`config.mk`:
```
export PLATFORM = sky130hd
export DESIGN_NAME = ftc_ctrl
export DESIGN_NICKNAME = d
export VERILOG_FILES = /design/src/rtl/core/ftc_pkg.sv /design/src/rtl/core/ftc_ctrl.sv
export VERILOG_INCLUDE_DIRS = /design/src /design/src/rtl/core
export SDC_FILE = /design/constraint.sdc
export NUM_CORES = 1
export LEC_CHECK = 0
export BUFFER_PORTS_ARGS = -buffer_cell sky130_fd_sc_hd__buf_2
export CORE_AREA = 4 4 41 43
export CTS_BUF_LIST = sky130_fd_sc_hd__clkbuf_16
export CTS_CLUSTER_SIZE = 14
export DETAILED_ROUTE_END_ITERATION = 10
export DIE_AREA = 0 0 45 47
export SLEW_MARGIN = 30
export SYNTH_ARGS = -nofsm -noshare
export SYNTH_HDL_FRONTEND = slang
export SYNTH_SLANG_ARGS = --single-unit
```
`constraint.sdc`:
```
create_clock -name clk -period 1.84 [get_ports clk]
set_clock_uncertainty 0.05 [all_clocks]
set_input_delay 0.368 -clock clk [delete_from_list [all_inputs] [get_ports clk]]
set_output_delay 0.368 -clock clk [all_outputs]
set_load 0.01 [all_outputs]
```
`src/rtl/core/forest_tree_counter_macros.svh`:
```
// Assertion macros shared by the forest tree counter modules.
`ifndef FOREST_TREE_COUNTER_MACROS_SVH
`define FOREST_TREE_COUNTER_MACROS_SVH

// Same-cycle implication, checked outside reset.
`define FTC_ASSERT_NOW(label, ante, cons, msg) \
    label: assert property (@(posedge clk) disable iff (!rst_n) (ante) |-> (cons)) \
        else $error(msg);

// Next-cycle implication, checked outside reset.
`define FTC_ASSERT_NEXT(label, ante, cons, msg) \
    label: assert property (@(posedge clk) disable iff (!rst_n) (ante) |=> (cons)) \
        else $error(msg);

`endif

```
`src/rtl/core/ftc_pkg.sv`:
```
// Types and constants shared by the forest tree counter modules.
package ftc_pkg;

    localparam int END_W     = 10;
    localparam int VC_W      = 11;
    localparam int TREE_W    = 11;
    localparam int VERDICT_W = 2;

    localparam logic [VERDICT_W-1:0] VERDICT_NONE   = 2'd0;
    localparam logic [VERDICT_W-1:0] VERDICT_ONE    = 2'd1;
    localparam logic [VERDICT_W-1:0] VERDICT_FOREST = 2'd2;

    typedef struct packed {
        logic             kind;
        logic [END_W-1:0] end_a;
        logic [END_W-1:0] end_b;
    } ftc_item_t;

    typedef struct packed {
        logic [TREE_W-1:0]    tree_count;
        logic [VERDICT_W-1:0] verdict;
        logic                 range_error;
    } ftc_result_t;

    typedef enum logic [2:0] {
        ST_CLEAR,
        ST_IDLE,
        ST_FA_CHK,
        ST_FA_HOP,
        ST_FB_CHK,
        ST_FB_HOP,
        ST_UNION
    } ftc_state_t;

    typedef enum logic [3:0] {
        OP_NONE,
        OP_CLEAR,
        OP_LOAD,
        OP_ERROR,
        OP_EMIT,
        OP_CHK_A,
        OP_CHK_B,
        OP_HOP,
        OP_UNION
    } ftc_op_t;

    typedef struct packed {
        ftc_op_t op;
    } ftc_cmd_t;

    typedef struct packed {
        logic in_range;
        logic is_root;
        logic same_root;
        logic clear_last;
    } ftc_status_t;

endpackage

```
`src/rtl/core/ftc_ctrl.sv`:
```
// Sequencing state machine for the forest tree counter.
`include "forest_tree_counter_macros.svh"

module ftc_ctrl
    import ftc_pkg::*;
(
    input  logic        clk,
    input  logic        rst_n,
    input  logic        start,
    input  logic        kind,
    input  ftc_status_t status,
    output ftc_cmd_t    cmd,
    output logic        busy
);

    ftc_state_t state_reg;
    ftc_state_t state_next;

    always_ff @(posedge clk or negedge rst_n)
    begin
        if (!rst_n)
        begin
            state_reg <= ST_CLEAR;
        end
        else
        begin
            state_reg <= state_next;
        end
    end

    always_comb
    begin
        state_next = state_reg;
        cmd.op     = OP_NONE;
        busy       = 1'b1;
        unique case (state_reg)
            ST_CLEAR:
            begin
                cmd.op = OP_CLEAR;
                if (status.clear_last)
                begin
                    state_next = ST_IDLE;
                end
            end
            ST_IDLE:
            begin
                busy = 1'b0;
                if (start)
                begin
                    if (kind)
                    begin
                        cmd.op     = OP_EMIT;
                        state_next = ST_CLEAR;
                    end
                    else if (status.in_range)
                    begin
                        cmd.op     = OP_LOAD;
                        state_next = ST_FA_CHK;
                    end
                    else
                    begin
                        cmd.op = OP_ERROR;
                    end
                end
            end
            ST_FA_CHK:
            begin
                cmd.op     = OP_CHK_A;
                state_next = status.is_root ? ST_FB_CHK : ST_FA_HOP;
            end
            ST_FA_HOP:
            begin
                cmd.op     = OP_HOP;
                state_next = ST_FA_CHK;
            end
            ST_FB_CHK:
            begin
                cmd.op = OP_CHK_B;
                if (!status.is_root)
                begin
                    state_next = ST_FB_HOP;
                end
                else if (status.same_root)
                begin
                    state_next = ST_IDLE;
                end
                else
                begin
                    state_next = ST_UNION;
                end
            end
            ST_FB_HOP:
            begin
                cmd.op     = OP_HOP;
                state_next = ST_FB_CHK;
            end
            ST_UNION:
            begin
                cmd.op     = OP_UNION;
                state_next = ST_IDLE;
            end
            default:
            begin
                state_next = ST_CLEAR;
            end
        endcase
    end

    `FTC_ASSERT_NEXT(a_end_clears, state_reg == ST_IDLE && start && kind, state_reg == ST_CLEAR, "end word did not start the clearing pass")
    `FTC_ASSERT_NEXT(a_hop_returns, state_reg == ST_FA_HOP, state_reg == ST_FA_CHK, "hop did not return to root check")
    `FTC_ASSERT_NEXT(a_union_done, state_reg == ST_UNION, state_reg == ST_IDLE, "union did not finish the edge")

endmodule

```
==> metrics, run 1 <==
min Tclk post-route 1760 ps; synthesized cell area 299 sq um; vias per cell ~4.8; setup TNS 0 ps; DR WL/cell about 11 microns; clk buf depth 2; Post-Place Setup Slack 256 ps; Syn Inst Count 34; ys async rst share 1.00; CP Launch Type register; Die Wd about 45 microns; CP Max Fanout 8; peak supply drop about 860 uV; Antenna Cells 0; fmax approximately 570 MHz; sequential element share of the synthesized area 0.251; vias in the first global route just over 300; total CTS buffers 3; Slew Viols, Final 0; syn avg cell area just under 9 sq um; clk slew on worst S/H paths roughly 30 ps; Worst-Skew Late Latency approximately 220 ps; Post-Layout Cell Count 66; Syn Nets 42; DRT Wirelength roughly 740 microns; status finished, final reports clean; Final ANT Viol Nets 0; Sink Count 3; top-count cell post-synth o21ai_0; RR Endpoint state_reg[1]; P_leak between 0.2 and 0.25 nW; Final Util 0.352; FF+latch count, synth 3; Top FF cell, synth dfrtp_1; Final Wtd Congestion 0.790; final hold vios 0; Slew HR 0.772; Worst Hold Class primary input to asynchronous set/reset pin; Pwr Density 1810 nW/um^2; Initial Util 0.230; Worst EP arrival around 1300 ps; CTS tree yes; DR DRC count 0; multi-input combinational cell area 188 sq um; Critical Path RT 1420 ps; total grt overflow 0; port bufs 12; # fillers 141; Worst Max-Slew Pin Slew roughly 340 ps; number of H-tree levels 1; largest cells by area after synthesis dfrtp_1 25%, o21ai_0 6.7%, a311oi_1 5.9%; DRT Pass-1 Iters 4; RSZ-0062 raised after global routing no; initial antenna violation count 0; Syn. warnings 0; Design Power 0.831 mW; cell row count 13; Total GRT Usage 0.0759; FF+latch area ~76 sq um; dpl cells around 60; IO Pins 13; Max-cap violations 0; height of the die approximately 47 microns; number of nets in the layout 60; P&R area growth vs syn 53.1%; max FFs per register 3; largest net degree at the start of global routing 16; period utilization 0.955; Die ar. roughly 2100 sq um; post-synth top area cell dfrtp_1; share of post-route cells with drive strength above 1 0.451; Reg2Reg Setup Slack about 530 ps; Final HPWL DP between 500 and 600 microns; Final setup viols 0; CTS root buf clkbuf_16; commonest cells in the netlist 4 x o21ai_0, 3 x a21oi_1, 3 x dfrtp_1, 3 x inv_1; Synth top area share 0.251; Post-synth EDFFs 0; CORE AREA 1300 sq um; number of distinct library cells after synthesis 22; vias post-DR roughly 320; critical path class register to output pin; initial DRC count 7; worst r2r path cells 4; Critical R2R Launch state_reg[1]; crit path capture type output pin; first-pass GRT wire length approximately 1200 microns; fin worst setup slack about 80 ps
## routing by layer
layer	track usage	vias to the layer above	wire, microns
met2	0.107	13	302
met4	0.0351	0	0
met5	0	-	0
met1	0.112	143	385
met3	0.0115	0	54
li1	-	163	-
## stage by stage
step / instance area (sq um) / hold WS [ps]
3_5_place_dp: 368 / 116
3_3_place_gp: 368 / 115
4_1_cts: 457 / 415
5_1_grt: 458 / 453
2_1_floorplan: 299 / 22.4
6_report: 458 / 425
## critical path, cell delays in order (launching register included)
cell	delay, ps
dfrtp_2	410
or3b_4	410
a21oi_1	120
nor2b_1	50
buf_2	130
## power breakdown
part	total [mW]	internal, mW	switching, mW
clock	0.335	0.280	0.0549
sequential	0.128	0.0960	0.0320
combinational	0.368	0.186	0.183
total	0.831	0.561	0.269
## timing repair
| action | 4_1_cts | 5_1_grt |
|---|---|---|
| gates resized for setup | 0 | 1 |
| hold buffers | 1 | 0 |
| buffers inserted | 0 | 0 |
| endpoints found under the setup margin | 0 | 1 |
| endpoints found under the hold margin | 3 | 0 |
## how the worst max path moves through the flow
| stage | cells past startpoint | slack, ps | start | end |
|---|---|---|---|---|
| floorplan | 3 | 380 | state_reg[1] | cmd[0] |
| global placement | 4 | 280 | state_reg[0] | cmd[0] |
| detailed placement | 4 | 260 | state_reg[0] | cmd[0] |
| CTS | 4 | 30 | state_reg[0] | cmd[0] |
| global route | 4 | 10 | state_reg[0] | cmd[0] |
| finish | 4 | 80 | state_reg[0] | cmd[0] |
## layout make-up
| cell class | instances | area share |
|---|---|---|
| Multi-Input combinational cell | 26 | 0.410 |
| Timing Repair Buffer | 15 | 0.186 |
| Sequential cell | 3 | 0.167 |
| Clock buffer | 3 | 0.164 |
| Tap cell | 15 | 0.0410 |
| Inverter | 3 | 0.0246 |
| Clock inverter | 1 | 0.00820 |
## placed cells by master (no fill, tap or decap)
cell type and count:
o311a_1 1, mux2i_1 1, dfrtp_1 2, buf_4 2, buf_2 12, nand2b_4 1, a41o_1 1, or2_2 1
nor2b_1 2, o21ai_0 4, and3_1 1, dfrtp_2 1, nand3b_1 1, or3b_4 1, a311oi_1 2, a31oi_1 1
nor3b_1 1, a31o_2 1, and2b_2 1, inv_1 4, dlygate4sd3_1 1, a21oi_1 3, nor4_1 1, clkbuf_16 3
nor3_1 2
## cell families (layout without fill, tap and decap cells)
logic type      Yosys count  after routing  synth area share
compound gates           13             13             0.293
flops                     3              3             0.251
simple gates             12             12             0.301
buf+inv                   5             22             0.121
mux                       1              1            0.0335
(Power assumes the default switching activity.)
==> run 2: changes to the inputs <==
--- a/config.mk
+++ b/config.mk
@@ -12,6 +12,8 @@
 export CTS_CLUSTER_SIZE = 14
 export DETAILED_ROUTE_END_ITERATION = 10
 export DIE_AREA = 0 0 45 47
+export MAX_ROUTING_LAYER = met4
+export PLACE_DENSITY = 0.4
 export SLEW_MARGIN = 30
 export SYNTH_ARGS = -nofsm -noshare
 export SYNTH_HDL_FRONTEND = slang
==> constraint.sdc (replaced) <==
create_clock -name clk -period 2.1 [get_ports clk]
set_clock_uncertainty 0.05 [all_clocks]
set_input_delay 0.42 -clock clk [delete_from_list [all_inputs] [get_ports clk]]
set_output_delay 0.42 -clock clk [all_outputs]
set_load 0.01 [all_outputs]
==> run 2 against run 1 <==
Effect of this change:
- sequential share of layout area fell by 0.23 points
- non-clock buffer count did not move
- register-to-register slack improved by 250 ps
- cell area decreased by 0.27%
- critical path type unchanged
- critical endpoint unchanged
- largest power group unchanged
==> metrics, run 2 (synthesized netlist as in run 1, its figures left out) <==
Worst-Skew Late Latency 230 ps (about the same); Sink Count 3 (unchanged); max incr delay on CP 450 ps (+40 ps); final hold vios 0 (unchanged); DRT Pass-1 Iters 2 (-2); Pwr Density 1620 nW/um^2 (-11%); CP cell instances or3b_4 -> a21oi_1 -> nor2b_1 -> buf_2; Final Wtd Congestion 0.839 (+6.3%); Max-cap violations 0 (unchanged); P_leak 0.235 nW (+0.45%); port bufs 12 (unchanged); RSZ-0062 raised after global routing no; Worst Hold Slack 471 ps (+45.9 ps); Post-Layout Cell Count 66 (unchanged); IO Pins 13 (unchanged); Final ANT Viol Nets 0 (unchanged); initial DRC count 2 (-5); critical path class register to output pin; CORE AREA 1300 sq um (unchanged); Design Power 0.739 mW (-11%); Initial Util 0.230 (unchanged); P&R area growth vs syn 52.7%; period utilization 0.904; initial antenna violation count 0 (unchanged); largest net degree at the start of global routing 16 (unchanged); total grt overflow 0 (unchanged); cell row count 13 (unchanged); Final setup viols 0 (unchanged); Worst Hold Class primary input to asynchronous set/reset pin; Final HPWL DP 573 microns (+5.4%); DR DRC count 0 (unchanged); setup TNS 0 ps (unchanged); fin area 457 sq um (-0.27%); vias post-DR 320 (+0.31%); status finished, final reports clean; number of H-tree levels 1 (unchanged); Die Wd 45 microns (unchanged); Worst Max-Slew Pin Slew 344 ps (+5.39 ps); Critical Path RT 1630 ps (+210 ps); first-pass GRT wire length 1480 microns (+22%); number of nets in the layout 60 (unchanged); height of the die 47 microns (unchanged); vias per cell 4.85 (+0.31%); # resized after CTS 0 (unchanged); peak supply drop 846 uV (-2.1%); Total GRT Usage 0.104 (+0.0277); Final Util 0.351 (-0.000961); CP Max Fanout 8 (unchanged); Die ar. 2120 sq um (unchanged); clk buf depth 2 (unchanged); CTS Hold Buffers Added 1 (unchanged); fin worst setup slack 202 ps (+120 ps); Slew Viols, Final 0 (unchanged); fmax between 500 and 600 MHz; CTS tree yes; dpl cells 61 (unchanged); most frequent cells in the layout 12 x buf_2, 4 x inv_1, 4 x o21ai_0; min Tclk post-route 1900 ps; Critical-path top delay cell dfrtp_1; Worst EP arrival 1430 ps (+90 ps); Slew HR 0.768 (-0.00363); Post-Place Setup Slack 438 ps (+182 ps); share of post-route cells with drive strength above 1 0.431 (-0.0196); DRT Wirelength 833 microns (+12%); vias in the first global route 333 (+9.5%); placed cell area 368 sq um (unchanged); post-CTS setup buffers 0 (unchanged); CTS root buf clkbuf_16; # fillers 143 (+1.4%); commonest non-fill, non-tap cell in the layout buf_2; clk slew on worst S/H paths 30 ps (about the same); max FFs per register 3 (unchanged); CP Launch Type register; crit path capture type output pin; total CTS buffers 3 (unchanged); DR WL/cell 12.6 microns (+12%); Antenna Cells 0 (unchanged)
## run 2: cell counts in the layout (fill, tap and decap cells not counted)
No cell type changed its count.
## run 2: worst max-delay path: cells and delay by family, from the launching register on
kind,cells,cell delay (ps)
simple gates,2,480
flops,1,450
compound gates,1,130
buf+inv,1,130
## run 2: power breakdown
part           internal [mW]  switching, mW
sequential            0.0819         0.0268
combinational          0.163          0.165
clock                  0.246         0.0567
## run 2: area by class of cell
type | count | area, sq um | share of cell area
multi-input cells | 26 | 188 | 0.411
repair buffers | 15 | 85.1 | 0.186
flip-flops and latches | 3 | 75.1 | 0.164
clock buffers | 3 | 75.1 | 0.164
well taps | 15 | 18.8 | 0.0411
inverters | 3 | 11.3 | 0.0247
clock inverters | 1 | 3.75 | 0.00822
## run 2: per-layer routing
layer | vias up | part of all wire | track usage
li1 | 163 | - | -
met1 | 142 | 0.42 | 0.116
met2 | 12 | 0.44 | 0.144
met3 | 3 | 0.11 | 0.0383
met4 | 0 | 0.034 | 0.0877
met5 | - | 0 | -
## run 2: worst paths after layout
kind,startpoint,endpoint,slack [ps],cells after the start
min in group clk,status[2],state_reg[2],500,2
hold / removal,rst_n,state_reg[2],470,2
setup / recovery,state_reg[0],cmd[0],200,4
hold reg to reg,state_reg[2],state_reg[0],640,3
setup reg to reg,state_reg[0],state_reg[1],780,3
max in group asynchronous,rst_n,state_reg[0],1420,2
